### config.mk
export PLATFORM = sky130hd
export DESIGN_NAME = iba_queue
export DESIGN_NICKNAME = d
export VERILOG_FILES = /design/src/rtl/core/iba_pkg.sv /design/src/rtl/core/iba_queue.sv
export SDC_FILE = /design/constraint.sdc
export NUM_CORES = 1
export LEC_CHECK = 0
export ABC_AREA = 1
export CAP_MARGIN = 40
export CORE_MARGIN = 4
export CORE_UTILIZATION = 50
export CTS_BUF_LIST = sky130_fd_sc_hd__clkbuf_4
export CTS_CLUSTER_DIAMETER = 60
export DETAILED_ROUTE_END_ITERATION = 8
export DONT_BUFFER_PORTS = 1
export GPL_TIMING_DRIVEN = 0
export SETUP_SLACK_MARGIN = 0.05
export SYNTH_ARGS = -nofsm -noshare
export SYNTH_HDL_FRONTEND = slang
export SYNTH_SLANG_ARGS = --single-unit
### constraint.sdc
create_clock -name clk -period 10.1 [get_ports clk]
set_input_delay 0 -clock clk [delete_from_list [all_inputs] [get_ports clk]]
set_output_delay 0 -clock clk [all_outputs]
set_load 0.02 [all_outputs]
### src/rtl/core/iba_pkg.sv
`default_nettype none
// ----------------------------------------------------------------------------
// Instance bound accumulator package
// Shared types, codes and helpers for the instance bound accumulator.
// ----------------------------------------------------------------------------
package iba_pkg;

    // Fraction bits of the Q16.16 format.
    localparam int unsigned Q_FRAC = 16;

    // Axis codes carried by a word.
    localparam logic [1:0] AXIS_X    = 2'd0;
    localparam logic [1:0] AXIS_Y    = 2'd1;
    localparam logic [1:0] AXIS_Z    = 2'd2;
    localparam logic [1:0] AXIS_NONE = 2'd3;

    // Register indexes of the configuration port.
    localparam logic [2:0] REG_CENTER_X = 3'd0;
    localparam logic [2:0] REG_CENTER_Y = 3'd1;
    localparam logic [2:0] REG_CENTER_Z = 3'd2;
    localparam logic [2:0] REG_SIZE_X   = 3'd3;
    localparam logic [2:0] REG_SIZE_Y   = 3'd4;
    localparam logic [2:0] REG_SIZE_Z   = 3'd5;

    // Saturation limits of a Q16.16 value.
    localparam logic signed [31:0] Q_MAX = 32'sh7FFF_FFFF;
    localparam logic signed [31:0] Q_MIN = 32'sh8000_0000;

    // Mesh bound settings seen by the datapath.
    typedef struct packed {
        logic signed [31:0] center_x;
        logic signed [31:0] center_y;
        logic signed [31:0] center_z;
        logic [30:0]        size_x;
        logic [30:0]        size_y;
        logic [30:0]        size_z;
    } mesh_cfg_t;

    // One classified interval waiting for the merge.
    typedef struct packed {
        logic [1:0]         axis;
        logic               first;
        logic signed [31:0] lo;
        logic signed [31:0] hi;
    } span_t;

    // Clamp a 51-bit signed value into the Q16.16 range.
    function automatic logic signed [31:0] sat_q(input logic signed [50:0] v);
        logic signed [31:0] r;
        if (!v[50] && (|v[49:31])) begin
            r = Q_MAX;
        end
        else if (v[50] && !(&v[49:31])) begin
            r = Q_MIN;
        end
        else begin
            r = v[31:0];
        end
        return r;
    endfunction

endpackage
`default_nettype wire

### src/rtl/core/iba_queue.sv
`default_nettype none
// ----------------------------------------------------------------------------
// Instance bound accumulator queue
// Small FIFO of intervals between the front end and the merge stage.
// ----------------------------------------------------------------------------
module iba_queue
    import iba_pkg::*;
#(
    parameter int unsigned DEPTH = 4
)
(
    input  wire logic  clk,
    input  wire logic  rst_n,
    input  wire logic  push,
    input  wire span_t push_data,
    output logic       ready,
    input  wire logic  pop,
    output logic       valid,
    output span_t      pop_data
);

    localparam int unsigned PTR_W = (DEPTH > 1) ? $clog2(DEPTH) : 1;
    localparam int unsigned CNT_W = $clog2(DEPTH + 1);
    localparam logic [PTR_W-1:0] PTR_LAST = PTR_W'(DEPTH - 1);

    span_t            mem [DEPTH];
    logic [PTR_W-1:0] wr_ptr_reg, wr_ptr_next;
    logic [PTR_W-1:0] rd_ptr_reg, rd_ptr_next;
    logic [CNT_W-1:0] count_reg, count_next;
    logic             do_push, do_pop;

    assign ready    = (count_reg != CNT_W'(DEPTH));
    assign valid    = (count_reg != '0);
    assign do_push  = push && ready;
    assign do_pop   = pop && valid;
    assign pop_data = mem[rd_ptr_reg];

    // Pointer and fill count updates.
    always_comb
    begin
        wr_ptr_next = wr_ptr_reg;
        rd_ptr_next = rd_ptr_reg;
        count_next  = count_reg;
        if (do_push)
        begin
            wr_ptr_next = (wr_ptr_reg == PTR_LAST) ? '0 : wr_ptr_reg + 1'b1;
        end
        if (do_pop)
        begin
            rd_ptr_next = (rd_ptr_reg == PTR_LAST) ? '0 : rd_ptr_reg + 1'b1;
        end
        if (do_push && !do_pop)
        begin
            count_next = count_reg + 1'b1;
        end
        else if (do_pop && !do_push)
        begin
            count_next = count_reg - 1'b1;
        end
    end

    always_ff @(posedge clk or negedge rst_n)
    begin
        if (!rst_n)
        begin
            wr_ptr_reg <= '0;
            rd_ptr_reg <= '0;
            count_reg  <= '0;
        end
        else
        begin
            wr_ptr_reg <= wr_ptr_next;
            rd_ptr_reg <= rd_ptr_next;
            count_reg  <= count_next;
        end
    end

    // Storage.
    always_ff @(posedge clk)
    begin
        if (do_push)
        begin
            mem[wr_ptr_reg] <= push_data;
        end
    end

endmodule
`default_nettype wire

==> run_results.csv <==
group,metric,value,unit
setup_path,r2r_end,"mem[2][36]$_DFFE_PP_",
worst_hold_path,hold_class,"in2reg",
status,outcome,"complete, no violations",
cts,cts_made_buffers,70,
timing,skew,32.2,ps
setup_path,r2r-start,"count_reg[0]$_DFFE_PN0P_",
cts,clkLatencyLatePin,640,ps
routing,drt_iter0_drc,383,
setup_path,end_kind,"flip-flop",
timing,finalHoldViolCount,0,
timing,fin_setup_tns,0,ps
routing,dr_wl_met2,12300,um
yosys,synth_cell_types,18,
yosys,ys_warn_count,0,
global_route,grt.overflow.total,0,
final_layout,n_fill_cell,1690,
timing,setup-violations-final,0,
timing,min_period,2590,ps
setup_path,critical_path_arrival,2900,ps
routing,vias_per_cell,5.17,
place,hpwl,15400,um
floorplanning,num_rows,54,
final_layout,drive_gt1_share,15.3,%
cts,cts-htree-levels,3,
routing,routed_wl,24900,um
cts,hold_buffers,77,
timing,final-max-slew-violation-count,0,
cts,cts_setup_buffers,0,
cts,clockRootBuffer,"clkbuf_4",
timing,fin_crit_sh,25.6,%
timing,max_freq,386,MHz
floorplanning,die_h,157,um
routing,routed-wl-met3,2070,um
setup_path,regToRegSetupSlack,7510,ps
final_layout,areaGrowthSynthToFinish,20.1,%
global_route,antenna_found_initial,1,
floorplanning,io_pins,140,
routing,dr.max_layer_used,"met4",
job,timing.max_cap.violations,0,
power_and_ir_drop,powerDensity,296,nW/um^2
place,gp_congestion,0.755,
routing,drtPass1Iterations,5,
worst_hold_path,hold_depth,1,
global_route,grt_pass1_vias,7189,
power_and_ir_drop,irDropWorstVdd,165,uV
floorplanning,die-area,24700,um^2
power_and_ir_drop,fin_total_pwr,3.96,mW
yosys,syn_nets,919,
place,port_buffers,0,
routing,ant_nets,0,
cts,clk_pin_slew,60,ps
timing,worst-slew-pin-transition,875,ps
cts,tritoncts,"yes",
setup_path,critPathLaunchType,"flip-flop",
global_route,grt_pass1_wl,38400,um
yosys,avgSynthCellArea,13.3,um^2
yosys,ys_ff_latch,275,
setup_path,crit_fanout,25,
global_route,grt_max_degree,26,
routing,wire_per_inst,18.6,um
setup_path,worstSetupStartpoint,"count_reg[0]$_DFFE_PN0P_",
final_layout,largest_reg_flops,268,
timing,rsz0062_at_grt,"false",
floorplanning,dieWidth,157,um
setup_path,crit_path_end,"mem[2][36]$_DFFE_PP_",
setup_path,required,10410,ps
cts,cts.sinks,275,
yosys,syn_area,11100,um^2
final_layout,final_common_cell,"edfxtp_1",
power_and_ir_drop,p_leak,5.24,nW
yosys,synthCells,841,
routing,wl_met1,10100,um
routing,num_vias,6905,
floorplanning,floorplan.initialDensity,50.9,%
timing,max_slew_margin,41.5,%
setup_path,critical_path_class,"reg2reg",
final_layout,final_cell_mix,"edfxtp_1, nand2_1, inv_1",
cts,cts_resized,0,
cts,clockBufferDepth,3,
setup_path,r2r_cells,5,
global_route,grt_usage,20.2,%
routing,drc,0,
final_layout,final_nets,1076,
yosys,yosysSeqAreaShare,73.8,%
floorplanning,coreArea,21900,um^2
## worst max-delay path: stages, from the launching register on
cell     delay, ps
dfrtp_1        420
inv_1           80
nand3_1        300
nand2_1        380
nor2_4         780
buf_12         280
## per-layer routing
layer,track usage (%),up-vias
li1,-,3299
met1,25.6,3336
met2,33.0,241
met3,6.30,29
met4,7.74,0
met5,0,-
## power breakdown
part | internal, mW | switching [mW] | total [mW]
Clock | 0.520 | 0.428 | 0.947
Combinational | 0.403 | 1.05 | 1.46
Sequential | 1.50 | 0.0560 | 1.55
Total | 2.42 | 1.54 | 3.96
## worst min-delay path by stage
| stage | startpoint | endpoint | slack, ps |
|---|---|---|---|
| after floorplan | rst_n | count_reg[0]$_DFFE_PN0P_ | -300 |
| after global placement | rst_n | rd_ptr_reg[0]$_DFFE_PN0P_ | -300 |
| after detailed placement | rst_n | count_reg[2]$_DFFE_PN0P_ | -300 |
| after CTS | push_data[28] | mem[1][28]$_DFFE_PP_ | 1 |
| after global routing | push_data[19] | mem[3][19]$_DFFE_PP_ | 10 |
| final | push_data[24] | mem[1][24]$_DFFE_PP_ | 50 |
## Yosys cell counts
cell / instances / area share, %
edfxtp_1: 268 / 72
buf_2: 12 / 0.54
inv_1: 147 / 5.0
ha_1: 6 / 0.67
dfrtp_1: 7 / 1.6
xnor2_1: 1 / 0.079
fa_1: 1 / 0.18
nand2_1: 216 / 7.3
buf_8: 1 / 0.13
o21ai_0: 1 / 0.045
clkbuf_1: 4 / 0.13
nand3_1: 7 / 0.31
nor2_1: 6 / 0.20
nand4_1: 1 / 0.056
o211ai_1: 134 / 9.0
buf_4: 7 / 0.47
buf_6: 21 / 2.1
inv_2: 1 / 0.034
## metrics by stage
step | cells | worst slack [ps] | hold slack [ps] | utilization, % | cell area (um^2)
2_1_floorplan | 841 | 5880 | -296 | - | 11100
3_3_place_gp | 1121 | 3280 | -295 | 52.5 | 11500
3_5_place_dp | 1129 | 7490 | -295 | 53.4 | 11700
4_1_cts | 1334 | 7480 | 1.16 | 61.1 | 13400
5_1_grt | 1335 | 7340 | 13.4 | 61.1 | 13400
6_report | 1335 | 7510 | 47.2 | 61.1 | 13400
## final cells by class
type,count,area (um^2),area share (%)
Sequential cell,275,8220,61.4
Buffer,45,379,2.83
Clock inverter,33,211,1.58
Multi-Input combinational cell,373,2020,15.1
Inverter,148,556,4.15
Timing Repair Buffer,85,931,6.95
Antenna cell,1,2.50,0.0187
Tap cell,280,350,2.62
Clock buffer,95,713,5.33
## logic make-up (layout without fill, tap and decap cells)
kind of cell | count (synthesis) | after routing | synth area share (%)
simple gates | 230 | 230 | 7.85
flops | 275 | 275 | 73.8
xor+xnor | 1 | 1 | 0.0786
buf+inv | 193 | 406 | 8.38
fa+ha+maj | 7 | 7 | 0.853
compound gates | 135 | 135 | 9.07
other cells | 0 | 1 | 0
Note: power is estimated with default switching activity, not from simulation.
