==> config.mk <==
export PLATFORM = sky130hd
export DESIGN_NAME = iba_regs
export DESIGN_NICKNAME = d
export VERILOG_FILES = /design/src/rtl/core/iba_pkg.sv /design/src/rtl/core/iba_regs.sv
export SDC_FILE = /design/constraint.sdc
export NUM_CORES = 1
export LEC_CHECK = 0
export BUFFER_PORTS_ARGS = -buffer_cell sky130_fd_sc_hd__buf_4
export CAP_MARGIN = 20
export CORE_ASPECT_RATIO = 1.25
export CORE_UTILIZATION = 52
export DETAILED_ROUTE_END_ITERATION = 8
export PLACE_DENSITY = 0.87
export SLEW_MARGIN = 40
export SYNTH_ARGS = -nofsm -noshare
export SYNTH_HDL_FRONTEND = slang
export SYNTH_SLANG_ARGS = --single-unit
==> constraint.sdc <==
create_clock -name clk -period 1.25 [get_ports clk]
set_input_delay 0.0625 -clock clk [delete_from_list [all_inputs] [get_ports clk]]
set_output_delay 0.0625 -clock clk [all_outputs]
set_load 0.01 [all_outputs]
==> src/rtl/core/iba_pkg.sv <==
`default_nettype none
// ----------------------------------------------------------------------------
// Instance bound accumulator package
// Shared types, codes and helpers for the instance bound accumulator.
// ----------------------------------------------------------------------------
package iba_pkg;

    // Fraction bits of the Q16.16 format.
    localparam int unsigned Q_FRAC = 16;

    // Axis codes carried by a word.
    localparam logic [1:0] AXIS_X    = 2'd0;
    localparam logic [1:0] AXIS_Y    = 2'd1;
    localparam logic [1:0] AXIS_Z    = 2'd2;
    localparam logic [1:0] AXIS_NONE = 2'd3;

    // Register indexes of the configuration port.
    localparam logic [2:0] REG_CENTER_X = 3'd0;
    localparam logic [2:0] REG_CENTER_Y = 3'd1;
    localparam logic [2:0] REG_CENTER_Z = 3'd2;
    localparam logic [2:0] REG_SIZE_X   = 3'd3;
    localparam logic [2:0] REG_SIZE_Y   = 3'd4;
    localparam logic [2:0] REG_SIZE_Z   = 3'd5;

    // Saturation limits of a Q16.16 value.
    localparam logic signed [31:0] Q_MAX = 32'sh7FFF_FFFF;
    localparam logic signed [31:0] Q_MIN = 32'sh8000_0000;

    // Mesh bound settings seen by the datapath.
    typedef struct packed {
        logic signed [31:0] center_x;
        logic signed [31:0] center_y;
        logic signed [31:0] center_z;
        logic [30:0]        size_x;
        logic [30:0]        size_y;
        logic [30:0]        size_z;
    } mesh_cfg_t;

    // One classified interval waiting for the merge.
    typedef struct packed {
        logic [1:0]         axis;
        logic               first;
        logic signed [31:0] lo;
        logic signed [31:0] hi;
    } span_t;

    // Clamp a 51-bit signed value into the Q16.16 range.
    function automatic logic signed [31:0] sat_q(input logic signed [50:0] v);
        logic signed [31:0] r;
        if (!v[50] && (|v[49:31])) begin
            r = Q_MAX;
        end
        else if (v[50] && !(&v[49:31])) begin
            r = Q_MIN;
        end
        else begin
            r = v[31:0];
        end
        return r;
    endfunction

endpackage
`default_nettype wire

==> src/rtl/core/iba_regs.sv <==
`default_nettype none
// ----------------------------------------------------------------------------
// Instance bound accumulator registers
// APB-style register file holding the mesh bound centre and size.
// ----------------------------------------------------------------------------
module iba_regs
    import iba_pkg::*;
(
    input  wire logic        clk,
    input  wire logic        rst_n,
    input  wire logic        psel,
    input  wire logic        penable,
    input  wire logic        pwrite,
    input  wire logic [4:0]  paddr,
    input  wire logic [31:0] pwdata,
    output logic [31:0]      prdata,
    output logic             pready,
    output mesh_cfg_t        cfg
);

    mesh_cfg_t  cfg_reg;
    mesh_cfg_t  cfg_next;
    logic [2:0] reg_idx;
    logic       wr_en;

    assign pready  = 1'b1;
    assign reg_idx = paddr[4:2];
    assign wr_en   = psel && penable && pwrite;
    assign cfg     = cfg_reg;

    // Write decode.
    always_comb
    begin
        cfg_next = cfg_reg;
        if (wr_en)
        begin
            unique case (reg_idx)
                REG_CENTER_X: cfg_next.center_x = pwdata;
                REG_CENTER_Y: cfg_next.center_y = pwdata;
                REG_CENTER_Z: cfg_next.center_z = pwdata;
                REG_SIZE_X:   cfg_next.size_x   = pwdata[30:0];
                REG_SIZE_Y:   cfg_next.size_y   = pwdata[30:0];
                REG_SIZE_Z:   cfg_next.size_z   = pwdata[30:0];
                default:      cfg_next = cfg_reg;
            endcase
        end
    end

    always_ff @(posedge clk or negedge rst_n)
    begin
        if (!rst_n)
        begin
            cfg_reg <= '0;
        end
        else
        begin
            cfg_reg <= cfg_next;
        end
    end

    // Read mux; the size registers read back zero-extended.
    always_comb
    begin
        unique case (reg_idx)
            REG_CENTER_X: prdata = cfg_reg.center_x;
            REG_CENTER_Y: prdata = cfg_reg.center_y;
            REG_CENTER_Z: prdata = cfg_reg.center_z;
            REG_SIZE_X:   prdata = {1'b0, cfg_reg.size_x};
            REG_SIZE_Y:   prdata = {1'b0, cfg_reg.size_y};
            REG_SIZE_Z:   prdata = {1'b0, cfg_reg.size_z};
            default:      prdata = '0;
        endcase
    end

endmodule
`default_nettype wire

==> results of run 1 <==
==> Yosys cell counts <==
| cell | n |
|---|---|
| nand3b_1 | 1 |
| mux2_4 | 6 |
| buf_6 | 5 |
| nor2b_1 | 1 |
| nand3_1 | 12 |
| or3_1 | 1 |
| nor2_1 | 6 |
| a32oi_1 | 7 |
| mux2_2 | 214 |
| a21oi_1 | 16 |
| a221oi_1 | 6 |
| clkbuf_1 | 12 |
| nand4b_4 | 1 |
| conb_1 | 1 |
| nor3_2 | 1 |
| a211oi_1 | 12 |
| nand2b_1 | 1 |
| inv_1 | 1 |
| nand2_1 | 18 |
| o21ai_0 | 21 |
| dfrtp_1 | 189 |
| a31oi_1 | 6 |
| buf_1 | 4 |
| buf_4 | 1 |
| nor3_1 | 1 |
| mux2i_1 | 31 |
| buf_2 | 28 |
| and3b_1 | 5 |
| nand4_1 | 1 |
| a22oi_1 | 9 |
| mux2_1 | 3 |
| o21a_1 | 1 |
| a21o_1 | 12 |
| o221ai_1 | 4 |
==> worst max-delay path, cell delays in order (launching register included) <==
cell and delay [ns]:
dfrtp_1 0.40, mux2_4 0.27, a221oi_2 0.27, a31oi_1 0.09, buf_4 0.17
==> metrics by stage <==
step	setup TNS, ns	setup slack [ns]	std cells	area (um2)
6_report	-10.43	-0.455	1293	13600
5_1_grt	-12.13	-0.507	1293	13600
4_1_cts	-9.08	-0.409	1274	13200
3_5_place_dp	-36.34	-0.260	1129	11400
3_3_place_gp	-30.81	-0.288	1129	11400
2_1_floorplan	-5.53	-0.0808	638	8750
==> routing by layer <==
layer / vias to the layer above / track usage / share of wire
met4: 0 / 0.209 / 0.056
met2: 462 / 0.591 / 0.52
li1: 3216 / - / -
met1: 3982 / 0.417 / 0.37
met3: 136 / 0.0543 / 0.058
met5: - / 0 / 0
==> timing repair <==
action	4_1_cts	5_1_grt
setup buffers	81	21
pin swaps	34	23
hold buffers	33	0
hold endpoints to repair	378	0
gates resized for setup	62	46
endpoints found under the setup margin	32	33
==> area by class of cell <==
type                       count  area [um2]
sequential                   189        4730
timing repair buffer         458        3860
clock buffer                  21         470
fill                         783        2770
multi-input combinational    398        4070
tap                          216         270
inverter                       1        3.75
clock inverter                10         163
==> worst max-delay path by stage <==
stage                           end  slack, ns
2_1_floorplan  cfg[157]$_DFFE_PN0P_      -0.08
3_3_place_gp             prdata[22]      -0.29
3_5_place_dp              prdata[2]      -0.26
4_1_cts                  prdata[23]      -0.41
5_1_grt                  prdata[16]      -0.51
6_report                 prdata[16]      -0.46
==> report_power, final <==
part           leakage, nW  internal (mW)  switching [mW]  total (mW)
Combinational         4.03           4.28            3.18        7.46
Sequential            2.42           7.31            1.08        8.40
Clock                0.305           3.50            2.35        5.85
Total                 6.75           15.1            6.61        21.7
==> cell families after synthesis <==
| family | after synthesis | synth area share |
|---|---|---|
| DFF | 189 | 0.541 |
| muxes | 254 | 0.326 |
| other | 1 | 0.000429 |
| and+or+nand+nor | 49 | 0.0304 |
| AOI/OAI and AO/OA | 94 | 0.0717 |
| buffers and inverters | 51 | 0.0306 |
==> placed cells by master (no fill, tap or decap), drive strengths merged, types with 2 or more instances in the layout <==
cell type	instances
nor3	2
o221ai	4
dfrtp	189
clkbuf	21
and3b	5
bufinv	4
dlygate4sd3	33
a21oi	16
clkinvlp	2
a31oi	6
nor2	6
o21ai	21
clkinv	4
a211oi	12
nand2	18
mux2i	31
mux2	223
a32oi	7
a22oi	9
a21o	12
a221oi	6
nand3	12
buf	425
==> metrics.txt, run 1 <==
failing checks setup timing; Max-slew headroom 0.553; worst setup path startpoint cfg[109]$_DFFE_PN0P_; CTS tree built; static leakage between 6 and 7 nW; CTS buffer count 17; Crit. End Element output port; final worst slack -0.455 ns; status complete, but fails checks; die area approximately 17000 um2; syn avg cell area between 10 and 15 um2; # diodes 0; fmax between 500 and 600 MHz; die height between 100 and 150 um; Via-to-Cell Ratio approximately 6; Placer Congestion 0.845; max cap viols 0; CTS clock-pin slew for the worst setup and hold paths approximately 0.070 ns; ANT nets after route 0; Residual DRC 0; 1st-pass router iterations 4; Tot GR Track Use 0.347; area share of the largest cell type after synthesis 0.541; vias about 8000; Final Skew 0 ns; Crit path arrival time between 1.5 and 2 ns; Syn-to-layout area delta 55.2%; Synthesized Nets 680; Skew-Pair Late Insertion Delay 0.43 ns; R2R cell count 3; CP Launch Type flop; crit-path max FO 2; root buffer cell clkbuf_16; DR iter-0 viols 522; Peak VDD IR 0.00103 V; fin crit share 1.36; I/O pin cnt 264; effective utilization at floorplan 0.535; WHS ~0.097 ns; Worst Max-Slew Pin Slew about 0.67 ns; CTS H-tree lvls 4; final hold vios 0; sequential area share after synthesis 0.541; die width 118 um; Longest Clk Path Bufs 2; #FFs+latches synth 189; Post-Route WL around 32 mm; Netlist cell types 34; first-pass GRT wire length around 46 mm; gr ovfl total 0; fraction of layout cells with a size suffix above 1 0.676; final setup fails 40; layout net count around 1100; Slew Limit Fails 0; Hold Path Class primary input to asynchronous set/reset pin; Mapped Area about 8700 um2; R2R Path Start cfg[109]$_DFFE_PN0P_; drt wl/cell about 24 um; Port Buffers 260; largest net degree at the start of global routing 45; core area 16300 um2; clk sink count between 150 and 200; r2r endpoint cfg[109]$_DFFE_PN0P_; Cells after Synth between 600 and 700; Post-DP HPWL between 15 and 20 mm; max FFs per register about 190; RSZ-0062 raised after global routing true; post-layout util 0.830; initial antenna violation count 0; Power Dens Cells approximately 1600 nW/um2; minimum clock period 1.71 ns; area leader, netlist dfrtp_1; top cells by area, synth dfrtp_1 (54%), mux2_2 (28%), mux2i_1 (3.6%); Critical Path RT roughly 1.2 ns; Pwr Total 21.7 mW; Ys Warns 0; flop-to-flop setup slack 0.18 ns; vias in the first global route ~8000; Worst Setup Path Type flop to output port; row cnt between 50 and 60
Power figures use the tool's default switching activity.
==> inputs of run 2 (changes only) <==
==> constraint.sdc (replaced) <==
create_clock -name clk -period 1.25 [get_ports clk]
set_input_delay 0.125 -clock clk [delete_from_list [all_inputs] [get_ports clk]]
set_output_delay 0.125 -clock clk [all_outputs]
set_load 0.01 [all_outputs]
==> run 2 against run 1 <==
The flow still finishes with violations (setup timing). Hold slack better by 0.041 ns. Maximum frequency decreased by 4.7%. Critical path type unchanged. Sequential cell count stayed put. Global-route usage increased by 0.27 points. Power rose by 0.82%. Clock skew unchanged.
==> metrics.txt, run 2 (synthesis results as in run 1) <==
Crit path arrival time 1.66 ns (was 1.64 ns); minimum clock period 1.79 ns (was 1.71 ns); Post-DP HPWL 18.1 mm (was 18.0 mm); Critical Path RT 1.12 ns (was 1.19 ns); Final Skew 0 ns (unchanged); fin crit share 1.43 (was 1.36); clk sink count 189 (unchanged); Via-to-Cell Ratio 6.05 (was 6.03); root buffer cell clkbuf_16 (unchanged); die area 17300 um2 (unchanged); Post-Route WL 33.4 mm (was 31.6 mm); first-pass GRT wire length 46.2 mm (was 45.6 mm); die height 147 um (unchanged); final setup fails 55 (was 40); Slew Limit Fails 0 (unchanged); Residual DRC 0 (unchanged); Placer Congestion 0.867 (was 0.845); initial antenna violation count 0 (unchanged); Syn-to-layout area delta 58.8% (was 55.2%); # diodes 0 (unchanged); largest net degree at the start of global routing 48 (was 45); gr ovfl total 0 (unchanged); status complete, but fails checks (unchanged); fillers 767 (was 783); crit-path max FO 2 (unchanged); Crit. End Element output port (unchanged); Power Dens Cells 1580 nW/um2 (was 1600 nW/um2); vias 7874 (was 7796); I/O pin cnt 264 (unchanged); DR iter-0 viols 512 (was 522); WHS 0.138 ns (was 0.0967 ns); 1st-pass router iterations 5 (was 4); die width 118 um (unchanged); fraction of layout cells with a size suffix above 1 0.677 (was 0.676); R2R cell count 4 (was 3); CTS clock-pin slew for the worst setup and hold paths 0.07 ns (about the same); failing checks setup timing (unchanged); fmax 559 MHz (was 586 MHz); setup_tns -13.98 ns (was -10.43 ns); RSZ-0062 raised after global routing true (unchanged); Skew-Pair Late Insertion Delay 0.44 ns (was 0.43 ns); CP Launch Type flop (unchanged); commonest non-fill, non-tap cell in the layout buf_4 (unchanged); vias in the first global route 8152 (was 7973); CTS tree built (unchanged); drt wl/cell 25.7 um (was 24.4 um); max cap viols 0 (unchanged); ANT nets after route 0 (unchanged); final hold vios 0 (unchanged); row cnt 52 (unchanged); Worst Setup Path Type flop to output port (unchanged); commonest non-fill, non-tap cells in the layout buf_4 (299), mux2_2 (202), dfrtp_1 (189), buf_6 (120), dlygate4sd3_1 (33) (was buf_4 (373), mux2_2 (202), dfrtp_1 (189), buf_6 (36), dlygate4sd3_1 (33)); CTS buffer count 17 (unchanged); final worst slack -0.539 ns (was -0.455 ns); pre-CTS setup slack -0.317 ns (was -0.260 ns); Hold Path Class primary input to asynchronous set/reset pin (unchanged); Peak VDD IR 0.00106 V (was 0.00103 V); layout net count 1116 (was 1107); max FFs per register 189 (unchanged); static leakage 6.84 nW (was 6.75 nW); Port Buffers 260 (unchanged); core area 16300 um2 (unchanged); Longest Clk Path Bufs 2 (unchanged); Tot GR Track Use 0.350 (was 0.347); Pwr Total 21.9 mW (was 21.7 mW); effective utilization at floorplan 0.535 (unchanged); CTS H-tree lvls 4 (unchanged)
==> run 2: cell type report <==
type	instances	area, um2	area share
clock buffer	23	468	0.0337
clock inverter	7	90.1	0.00649
inverter	1	3.75	0.000271
multi-input combinational	398	4080	0.294
sequential	189	4730	0.341
tap	216	270	0.0195
timing repair buffer	467	4230	0.305
==> run 2: path summary, 6_finish.rpt <==
check                      slack [ns]            startpoint              endpoint
min reg2reg                      0.55   cfg[18]$_DFFE_PN0P_   cfg[18]$_DFFE_PN0P_
max                             -0.54  cfg[114]$_DFFE_PN0P_            prdata[21]
min                              0.14                 rst_n  cfg[133]$_DFFE_PN0P_
max in group asynchronous        0.50                 rst_n  cfg[109]$_DFFE_PN0P_
min in group clk                 0.32              paddr[4]  cfg[109]$_DFFE_PN0P_
max reg2reg                      0.15  cfg[113]$_DFFE_PN0P_  cfg[113]$_DFFE_PN0P_
==> run 2: worst max-delay path, stage by stage, from the launching register on <==
cell,delay [ns]
dfrtp_1,0.43
mux2i_2,0.33
o21ai_2,0.12
a21o_1,0.21
buf_6,0.13
==> run 2: per-layer routing <==
layer	routed length [um]	up-vias	track usage
li1	-	3219	-
met4	2060	0	0.211
met1	11800	4022	0.401
met5	0	-	0
met2	17500	483	0.609
met3	2020	150	0.0660
==> run 2: where the power goes <==
part	internal [mW]	total [mW]	leakage, nW	switching (mW)
combinational	4.69	8.04	4.16	3.35
sequential	7.31	8.45	2.42	1.13
clock	3.02	5.39	0.269	2.37
==> run 2: metrics by stage <==
stage | instance area (um2) | util | cells
6_report | 13900 | 0.849 | 1301
5_1_grt | 13900 | 0.849 | 1301
4_1_cts | 13300 | 0.812 | 1284
3_5_place_dp | 11600 | 0.710 | 1152
3_3_place_gp | 11600 | 0.710 | 1152
2_1_floorplan | 8780 | - | 638
==> run 2: timing repair <==
action                                 in CTS  in global routing
setup endpoints to repair                  32                 85
setup buffers                              69                 33
resized for setup                          69                127
endpoints found under the hold margin     377                  0
hold buffers                               33                  0
pin swaps                                  37                 14
