===== config.mk =====
export PLATFORM = sky130hd
export DESIGN_NAME = iba_back_flat
export DESIGN_NICKNAME = d
export VERILOG_FILES = /design/src/rtl/core/iba_pkg.sv /design/src/rtl/core/iba_if.sv /design/src/rtl/core/iba_back.sv /design/src/flat_wrapper.sv
export SDC_FILE = /design/constraint.sdc
export NUM_CORES = 1
export LEC_CHECK = 0
export BUFFER_PORTS_ARGS = -buffer_cell sky130_fd_sc_hd__buf_2
export CAP_MARGIN = 5
export CORE_UTILIZATION = 29
export DETAILED_ROUTE_END_ITERATION = 12
export MAX_ROUTING_LAYER = met4
export SYNTH_ARGS = -nofsm -noshare
export SYNTH_HDL_FRONTEND = slang
export SYNTH_SLANG_ARGS = --single-unit

===== constraint.sdc =====
create_clock -name clk -period 4.32 [get_ports clk]
set_clock_uncertainty 0.15 [all_clocks]
set_input_delay 0.432 -clock clk [delete_from_list [all_inputs] [get_ports clk]]
set_output_delay 0.432 -clock clk [all_outputs]
set_load 0.02 [all_outputs]

===== src/rtl/core/iba_pkg.sv =====
`default_nettype none
// ----------------------------------------------------------------------------
// Instance bound accumulator package
// Shared types, codes and helpers for the instance bound accumulator.
// ----------------------------------------------------------------------------
package iba_pkg;

    // Fraction bits of the Q16.16 format.
    localparam int unsigned Q_FRAC = 16;

    // Axis codes carried by a word.
    localparam logic [1:0] AXIS_X    = 2'd0;
    localparam logic [1:0] AXIS_Y    = 2'd1;
    localparam logic [1:0] AXIS_Z    = 2'd2;
    localparam logic [1:0] AXIS_NONE = 2'd3;

    // Register indexes of the configuration port.
    localparam logic [2:0] REG_CENTER_X = 3'd0;
    localparam logic [2:0] REG_CENTER_Y = 3'd1;
    localparam logic [2:0] REG_CENTER_Z = 3'd2;
    localparam logic [2:0] REG_SIZE_X   = 3'd3;
    localparam logic [2:0] REG_SIZE_Y   = 3'd4;
    localparam logic [2:0] REG_SIZE_Z   = 3'd5;

    // Saturation limits of a Q16.16 value.
    localparam logic signed [31:0] Q_MAX = 32'sh7FFF_FFFF;
    localparam logic signed [31:0] Q_MIN = 32'sh8000_0000;

    // Mesh bound settings seen by the datapath.
    typedef struct packed {
        logic signed [31:0] center_x;
        logic signed [31:0] center_y;
        logic signed [31:0] center_z;
        logic [30:0]        size_x;
        logic [30:0]        size_y;
        logic [30:0]        size_z;
    } mesh_cfg_t;

    // One classified interval waiting for the merge.
    typedef struct packed {
        logic [1:0]         axis;
        logic               first;
        logic signed [31:0] lo;
        logic signed [31:0] hi;
    } span_t;

    // Clamp a 51-bit signed value into the Q16.16 range.
    function automatic logic signed [31:0] sat_q(input logic signed [50:0] v);
        logic signed [31:0] r;
        if (!v[50] && (|v[49:31])) begin
            r = Q_MAX;
        end
        else if (v[50] && !(&v[49:31])) begin
            r = Q_MIN;
        end
        else begin
            r = v[31:0];
        end
        return r;
    endfunction

endpackage
`default_nettype wire


===== src/rtl/core/iba_if.sv =====
`default_nettype none


interface iba_out_if;
    logic               valid;
    logic               ready;
    logic [1:0]         out_axis;
    logic signed [31:0] low_bound;
    logic signed [31:0] high_bound;

    modport source (output valid, out_axis, low_bound, high_bound,
                    input ready);
    modport sink (input valid, out_axis, low_bound, high_bound,
                  output ready);
endinterface
`default_nettype wire


===== src/rtl/core/iba_back.sv =====
`default_nettype none
// ----------------------------------------------------------------------------
// Instance bound accumulator merge stage
// Merges intervals into the running per-axis bounds and drives the output.
// ----------------------------------------------------------------------------
module iba_back
    import iba_pkg::*;
(
    input  wire logic  clk,
    input  wire logic  rst_n,
    input  wire logic  q_valid,
    input  wire span_t q_data,
    output logic       pop,
    iba_out_if.source  out_ch
);

    logic signed [31:0] min_reg [3];
    logic signed [31:0] max_reg [3];
    logic signed [31:0] cur_min, cur_max;
    logic signed [31:0] new_min, new_max;
    logic               axis_ok;

    logic               out_v_reg, out_v_next;
    logic [1:0]         out_axis_reg;
    logic signed [31:0] out_lo_reg, out_hi_reg;

    assign pop = q_valid && (!out_v_reg || out_ch.ready);

    // Current bounds of the word's axis.
    always_comb
    begin
        axis_ok = 1'b1;
        case (q_data.axis)
            AXIS_X:
            begin
                cur_min = min_reg[0];
                cur_max = max_reg[0];
            end
            AXIS_Y:
            begin
                cur_min = min_reg[1];
                cur_max = max_reg[1];
            end
            AXIS_Z:
            begin
                cur_min = min_reg[2];
                cur_max = max_reg[2];
            end
            default:
            begin
                axis_ok = 1'b0;
                cur_min = '0;
                cur_max = '0;
            end
        endcase
    end

    // Restart or widen the bounds; an invalid axis reports zeros.
    always_comb
    begin
        if (!axis_ok)
        begin
            new_min = '0;
            new_max = '0;
        end
        else if (q_data.first)
        begin
            new_min = q_data.lo;
            new_max = q_data.hi;
        end
        else
        begin
            new_min = ($signed(q_data.lo) < cur_min) ? q_data.lo : cur_min;
            new_max = ($signed(q_data.hi) > cur_max) ? q_data.hi : cur_max;
        end
    end

    assign out_v_next = pop ? 1'b1 : (out_ch.ready ? 1'b0 : out_v_reg);

    always_ff @(posedge clk or negedge rst_n)
    begin
        if (!rst_n)
        begin
            out_v_reg <= 1'b0;
            for (int i = 0; i < 3; i++)
            begin
                min_reg[i] <= Q_MAX;
                max_reg[i] <= Q_MIN;
            end
        end
        else
        begin
            out_v_reg <= out_v_next;
            if (pop && axis_ok)
            begin
                min_reg[q_data.axis] <= new_min;
                max_reg[q_data.axis] <= new_max;
            end
        end
    end

    // Output word register.
    always_ff @(posedge clk)
    begin
        if (pop)
        begin
            out_axis_reg <= q_data.axis;
            out_lo_reg   <= new_min;
            out_hi_reg   <= new_max;
        end
    end

    assign out_ch.valid      = out_v_reg;
    assign out_ch.out_axis   = out_axis_reg;
    assign out_ch.low_bound  = out_lo_reg;
    assign out_ch.high_bound = out_hi_reg;

endmodule
`default_nettype wire


===== src/flat_wrapper.sv =====
// flat-port wrapper written by rule: the top's interface ports become plain ports
module iba_back_flat import iba_pkg::*;
  (clk, rst_n, q_valid, q_data, pop, out_ch_valid, out_ch_out_axis, out_ch_low_bound, out_ch_high_bound, out_ch_ready);
  iba_out_if out_ch_i ();
  input  wire logic clk;
  input  wire logic rst_n;
  input  wire logic q_valid;
  input  wire span_t q_data;
  output logic pop;
  output wire logic [$bits(out_ch_i.valid)-1:0] out_ch_valid;
  output wire logic [$bits(out_ch_i.out_axis)-1:0] out_ch_out_axis;
  output wire logic [$bits(out_ch_i.low_bound)-1:0] out_ch_low_bound;
  output wire logic [$bits(out_ch_i.high_bound)-1:0] out_ch_high_bound;
  input wire logic [$bits(out_ch_i.ready)-1:0] out_ch_ready;
  assign out_ch_valid = out_ch_i.valid;
  assign out_ch_out_axis = out_ch_i.out_axis;
  assign out_ch_low_bound = out_ch_i.low_bound;
  assign out_ch_high_bound = out_ch_i.high_bound;
  assign out_ch_i.ready = out_ch_ready;
  iba_back u_core (.clk(clk), .rst_n(rst_n), .q_valid(q_valid), .q_data(q_data), .pop(pop), .out_ch(out_ch_i));
endmodule

==> impl_metrics.csv, run 1 <==
group,metric,value,unit
worst_setup_path,worstPathArrival,4.03,ns
timing,finalCritPeriodShare,0.883,
global_route,antenna_found_initial,6,
synth,synth_fp_nets,1175,
placed_design,place_area,0.0149,sq mm
clock_tree,cts_buffers,29,
timing,fmax,0.262,GHz
worst_setup_path,path_max_fanout,31,
clock_tree,post_cts_buffers,0,
clock_tree,hold_buffers,11,
placed_design,dp_hpwl,23400,um
synth,yosys_warnings,0,
pwr,ir_drop,0.320,mV
global_route,met1_usage,0.200,
synth,syn-cell-area,0.0133,sq mm
synth,synthCells,1041,
timing,final-hold-violation-count,0,
worst_setup_path,regToRegStartpoint,"u_core.max_reg[21]",
finish,layout_common_cells,"148 x mux2_2, 136 x buf_2, 102 x a21oi_1, 97 x dfrtp_1, 96 x dfstp_2",
synth,ys_types,55,
worst_setup_path,r2r_cells,13,
worst_setup_path,worstReg2RegEnd,"u_core.out_ch.high_bound[11]",
worst_setup_path,critPathRequiredTime,4.53,ns
clock_tree,cts_tree,"built",
global_route,grt_usage,0.152,
hold_path,hold_class,"in2reg",
worst_setup_path,r2r_setup_slack,0.63,ns
finish,final_common_cell,"mux2_2",
pwr,power.leakage,6.66,nW
routing,viasPerCell,4.98,
synth,synth_edf_count,66,
synth,async_reset_ff_frac,0.745,
timing,max_slew_margin,0.228,
routing,drtPass1Iterations,5,
clock_tree,clockBufferDepth,3,
placed_design,dp_cells,1763,
clock_tree,ctsResizeCount,0,
finish,drive_gt1_frac,0.423,
die,coreArea,0.0453,sq mm
clock_tree,insertion_delay,0.56,ns
worst_setup_path,end_kind,"flip-flop",
timing,layout_setup_ws,0.505,ns
clock_tree,h-tree-depth,1,
timing,report.final.setup_viol,0,
global_route,grt_pass1_wl,54200,um
clock_tree,cts.sinks,259,
global_route,grt_pass1_vias,9295,
hold_path,min_from,"q_data[49]",
routing,dr.first_iter.drc_count,518,
run_status,outcome,"finished, final reports clean",
run,cap_violations,0,
die,die_x,216,um
worst_setup_path,worst-setup-path-type,"in2reg",
clock_tree,clockRootBuffer,"clkbuf_16",
finish,syn2layout_area_growth,20.8,%
global_route,grt_max_degree,91,
finish,nets,1339,
synth,avgSynthCellArea,12.8,sq um
global_route,use_met3,0.0253,
timing,worst_pin_slew,1.16,ns
timing,rsz0062_at_grt,"false",
hold_path,min_to,"u_core.min_reg[81]",
die,initial_core_util,0.294,
pwr,powerDensity,522,mW/mm^2
placed_design,port_buffers,138,
synth,postSynthRegisterBits,259,
clock_tree,path_clk_slew,0.06,ns
finish,final_design_area_no_fill,0.0161,sq mm
die,num_rows,78,
worst_setup_path,critPathLaunch,"q_data[66]",
routing,num_vias,9120,
timing,maxSlewViolCount,0,
placed_design,pre_cts_slack,-0.0148,ns
timing,min_period,3.82,ns
synth,synth_ff_type,"dfrtp_1",
synth,ys_seq_area_frac,0.521,
routing,wirelength,34800,um
routing,drc,0,
placed_design,globalplace.congestion,0.793,
global_route,grtUsageMet2,0.245,
hold_path,hold_path_depth,2,
die,die_y,216,um
global_route,grt_busiest_layer,"met2",
die,boundaryPins,139,
routing,detail-route-antenna-nets,0,
finish,stdcell_count,1833,
global_route,grt-ovfl-total,0,
routing,wl_per_cell,19.0,um
worst_setup_path,crit_path_start_kind,"input pin",
die,dieArea,0.0467,sq mm
## worst max path at each step
stage                                              end  slack [ns]  cells past startpoint
after floorplan           u_core.out_ch.high_bound[21]        0.16                     15
after global placement    u_core.out_ch.high_bound[17]        0.07                     14
after detailed placement  u_core.out_ch.high_bound[21]       -0.01                     14
after CTS                 u_core.out_ch.high_bound[21]        0.55                     14
after global routing      u_core.out_ch.high_bound[18]        0.31                     14
final                     u_core.out_ch.high_bound[11]        0.50                     15
## routing by layer
metal  up-vias  routed length (um)
met3        43                1600
met4         0                 543
met1      4619               16100
li1       4230                   -
met5         -                   0
met2       228               16500
## through the flow
stage                     power, mW  hold slack [ns]  setup TNS, ns   util
after floorplan                5.15          -0.0136              0      -
after global placement         5.74            0.334              0  0.330
after detailed placement       5.81            0.342        -0.0324  0.330
after CTS                      8.47          0.00208              0  0.354
after global routing           8.83           0.0148              0  0.355
final                          8.38           0.0271              0  0.355
## kinds of logic (layout without fill, tap and decap cells)
logic type	count (synthesis)	count (layout)	synth area share
flops	259	259	0.521
compound gates	198	198	0.100
simple gates	180	180	0.0630
buf+inv	71	257	0.0290
other cells	0	6	0
fa+ha+maj	63	63	0.0593
mux	270	270	0.227
## final cells by class
cell class | count | area [sq um]
Timing Repair Buffer | 200 | 1340
Clock inverter | 9 | 153
Clock buffer | 44 | 853
Tap cell | 600 | 751
Fill cell | 4525 | 29200
Inverter | 4 | 16.3
Antenna cell | 6 | 15.0
Multi-Input combinational cell | 711 | 6000
Sequential cell | 259 | 6930
## Yosys cell counts, drive strengths merged, types with 28 or more instances
| master | number | share of area |
|---|---|---|
| clkbuf | 28 | 0.0079 |
| dfrtp | 97 | 0.18 |
| a21oi | 102 | 0.038 |
| buf | 39 | 0.020 |
| mux2 | 192 | 0.17 |
| mux2i | 78 | 0.059 |
| nor2 | 63 | 0.018 |
| nand2 | 43 | 0.012 |
| edfxtp | 66 | 0.15 |
| ha | 63 | 0.059 |
| dfstp | 96 | 0.19 |
## report_power, final
part,internal (mW),total (mW),switching (mW)
Clock,1.60,2.61,1.01
Sequential,3.39,3.69,0.301
Combinational,1.03,2.08,1.05
## worst max-delay path, cell delays in order
cell and delay (ns):
buf_4 0.35, buf_4 0.27, mux2i_1 0.23, nor2_1 0.06
a21oi_1 0.23, ha_1 0.31, nand4_1 0.14, nor2_1 0.07
and4_1 0.17, or4_4 0.54, o211ai_4 0.29, buf_4 0.29
buf_12 0.22, a21oi_1 0.08, a311oi_1 0.33
No activity file was read; power rests on OpenSTA's default activity.
==> inputs of run 2 (changes only) <==
Settings changed: CELL_PAD_IN_SITES_DETAIL_PLACEMENT set to 1, CELL_PAD_IN_SITES_GLOBAL_PLACEMENT set to 2, PLACE_DENSITY_LB_ADDON set to 0.1.
==> run 2 against run 1 <==
Net effect: flip-flop and latch count unchanged; wire length up 16%; core utilization up 0.18 points; critical endpoint is now u_core.out_ch.low_bound[0]; global-route usage up 3.1 points; largest power group unchanged; register-to-register slack better by 0.05 ns; sequential share of layout area down 0.21 points; maximum frequency up 1.6%; clock power up 6%; critical path depth down 2; first-iteration DRC count down 35%.
==> impl_metrics.csv, run 2 (same netlist as run 1, synthesis figures left out) <==
group,metric,value,unit
clock_tree,ctsResizeCount,0,
die,initial_core_util,0.294,
global_route,grt_pass1_wl,63300,um
clock_tree,clockBufferDepth,3,
pwr,powerDensity,533,mW/mm^2
worst_setup_path,r2r_setup_slack,0.68,ns
timing,fmax,0.266,GHz
die,die_y,216,um
clock_tree,cts_tree,"built",
timing,maxSlewViolCount,0,
placed_design,dp_cells,1769,
die,coreArea,0.0453,sq mm
die,boundaryPins,139,
global_route,met1_usage,0.236,
pwr,power,8.61,mW
die,num_rows,78,
routing,viasPerCell,4.97,
hold_path,hold_path_depth,2,
placed_design,dp_hpwl,26800,um
timing,finalCritPeriodShare,0.869,
worst_setup_path,worst-path-buf-inv,4,
pwr,ir_drop,0.264,mV
placed_design,globalplace.congestion,0.738,
hold_path,hold_class,"in2reg",
clock_tree,cts.sinks,259,
routing,wl_per_cell,22.0,um
global_route,grt-ovfl-total,0,
global_route,antenna_found_initial,2,
global_route,use_met3,0.0269,
pwr,power.leakage,6.71,nW
finish,nets,1342,
finish,drive_gt1_frac,0.430,
global_route,grt_busiest_layer,"met2",
worst_setup_path,slowest_stage,"nor4b_1",
worst_setup_path,end_kind,"flip-flop",
timing,worst_pin_slew,0.818,ns
finish,final_common_cell,"mux2_2",
worst_setup_path,crit_path_frequent_cell,"buf_4",
worst_setup_path,r2r_cells,12,
global_route,grt_max_degree,87,
routing,wirelength,40400,um
routing,drtPass1Iterations,4,
routing,num_vias,9128,
timing,report.final.setup_viol,0,
die,die_x,216,um
timing,final-hold-violation-count,0,
worst_setup_path,worstReg2RegEnd,"u_core.out_ch.high_bound[6]",
clock_tree,h-tree-depth,2,
placed_design,port_buffers,138,
worst_setup_path,regToRegStartpoint,"u_core.max_reg[17]",
finish,nFillCells,4911,
clock_tree,clockRootBuffer,"clkbuf_16",
timing,max_slew_margin,0.447,
run,cap_violations,0,
global_route,grtUsageMet2,0.296,
routing,drc,0,
global_route,grt_usage,0.183,
worst_setup_path,path_cells,"buf_4 > buf_4 > mux2i_1 > nor2_1 > a21oi_1 > ha_1 > nand4_1 > nor4b_1 > o21a_1 > buf_4 > nor3_1 > nor4_1 > buf_4",
clock_tree,path_clk_slew,0.05,ns
worst_setup_path,path_delay_family,"simple AND/OR/NAND/NOR gates",
timing,hold_ws,0.0333,ns
run_status,outcome,"finished, final reports clean",
worst_setup_path,cp_slowest_stage_delay,0.70,ns
finish,syn2layout_area_growth,21.4,%
hold_path,min_to,"u_core.min_reg[81]",
die,dieArea,0.0467,sq mm
hold_path,min_from,"q_data[49]",
clock_tree,cts_buffers,35,
worst_setup_path,crit_path_start_kind,"input pin",
finish,stdcell_count,1838,
worst_setup_path,critPathRequiredTime,4.56,ns
global_route,grt_pass1_vias,10138,
routing,dr.first_iter.drc_count,337,
timing,min_period,3.75,ns
worst_setup_path,path_max_fanout,14,
timing,rsz0062_at_grt,"false",
clock_tree,insertion_delay,0.54,ns
worst_setup_path,worstPathArrival,4.00,ns
finish,layout_common_cells,"148 x mux2_2, 136 x buf_2, 102 x a21oi_1, 97 x dfrtp_1, 96 x dfstp_2",
worst_setup_path,worst-setup-path-type,"in2reg",
routing,detail-route-antenna-nets,0,
run 2: worst max-delay path by stage:
stage	from	endpoint	slack, ns	depth (start not counted)
4_1_cts	q_data[66]	u_core.out_ch.low_bound[0]	0.48	13
3_3_place_gp	q_data[66]	u_core.out_ch.low_bound[0]	-0.10	13
6_report	q_data[66]	u_core.out_ch.low_bound[0]	0.57	13
5_1_grt	q_data[66]	u_core.out_ch.low_bound[0]	0.34	13
3_5_place_dp	q_data[66]	u_core.out_ch.low_bound[0]	-0.08	13
2_1_floorplan	q_data[66]	u_core.out_ch.high_bound[21]	0.16	15
run 2: layout make-up:
cell class                      instances  area (sq um)  area share
Antenna cell                            4          10.0    0.000620
Clock buffer                           53          1030      0.0636
Clock inverter                         10          52.6     0.00326
Inverter                                4          16.3     0.00101
Multi-Input combinational cell        711          6010       0.372
Sequential cell                       259          6930       0.429
Tap cell                              600           751      0.0465
Timing Repair Buffer                  197          1350      0.0836
run 2: worst reg2reg max path, cell delays in order (launching register included):
cell and delay [ns]:
dfrtp_1 0.38, mux2i_1 0.14, nor2_1 0.06, a21oi_1 0.25, ha_1 0.31, a21oi_1 0.15, o21ai_1 0.11, and4_1 0.22
or4_4 0.55, o211ai_4 0.40, buf_12 0.29, a21oi_1 0.15, a311oi_1 0.30
run 2: timing repair:
| item | 4_1_cts | 5_1_grt |
|---|---|---|
| hold buffers | 2 | 0 |
| hold endpoints to repair | 51 | 0 |
| buffers inserted | 0 | 0 |
run 2: through the flow:
stage                     area (sq um)   util  worst slack (ns)  setup TNS [ns]
after global routing             16100  0.356             0.338               0
after CTS                        16100  0.356             0.484               0
after detailed placement         15000  0.332           -0.0782         -0.0782
after floorplan                  13300      -             0.157               0
final                            16100  0.356             0.566               0
after global placement           15000  0.332            -0.101          -0.101
run 2: metal layers:
metal / vias up / share of wire
met2: 168 / 0.48
met3: 58 / 0.038
met1: 4660 / 0.46
met4: 0 / 0.022
li1: 4242 / -
met5: - / 0
run 2: where the power goes:
| part | switching, mW | total (mW) | leakage [nW] | internal [mW] |
|---|---|---|---|---|
| Sequential | 0.307 | 3.70 | 2.80 | 3.39 |
| Clock | 1.14 | 2.77 | 0.526 | 1.64 |
| Combinational | 1.10 | 2.13 | 3.38 | 1.03 |
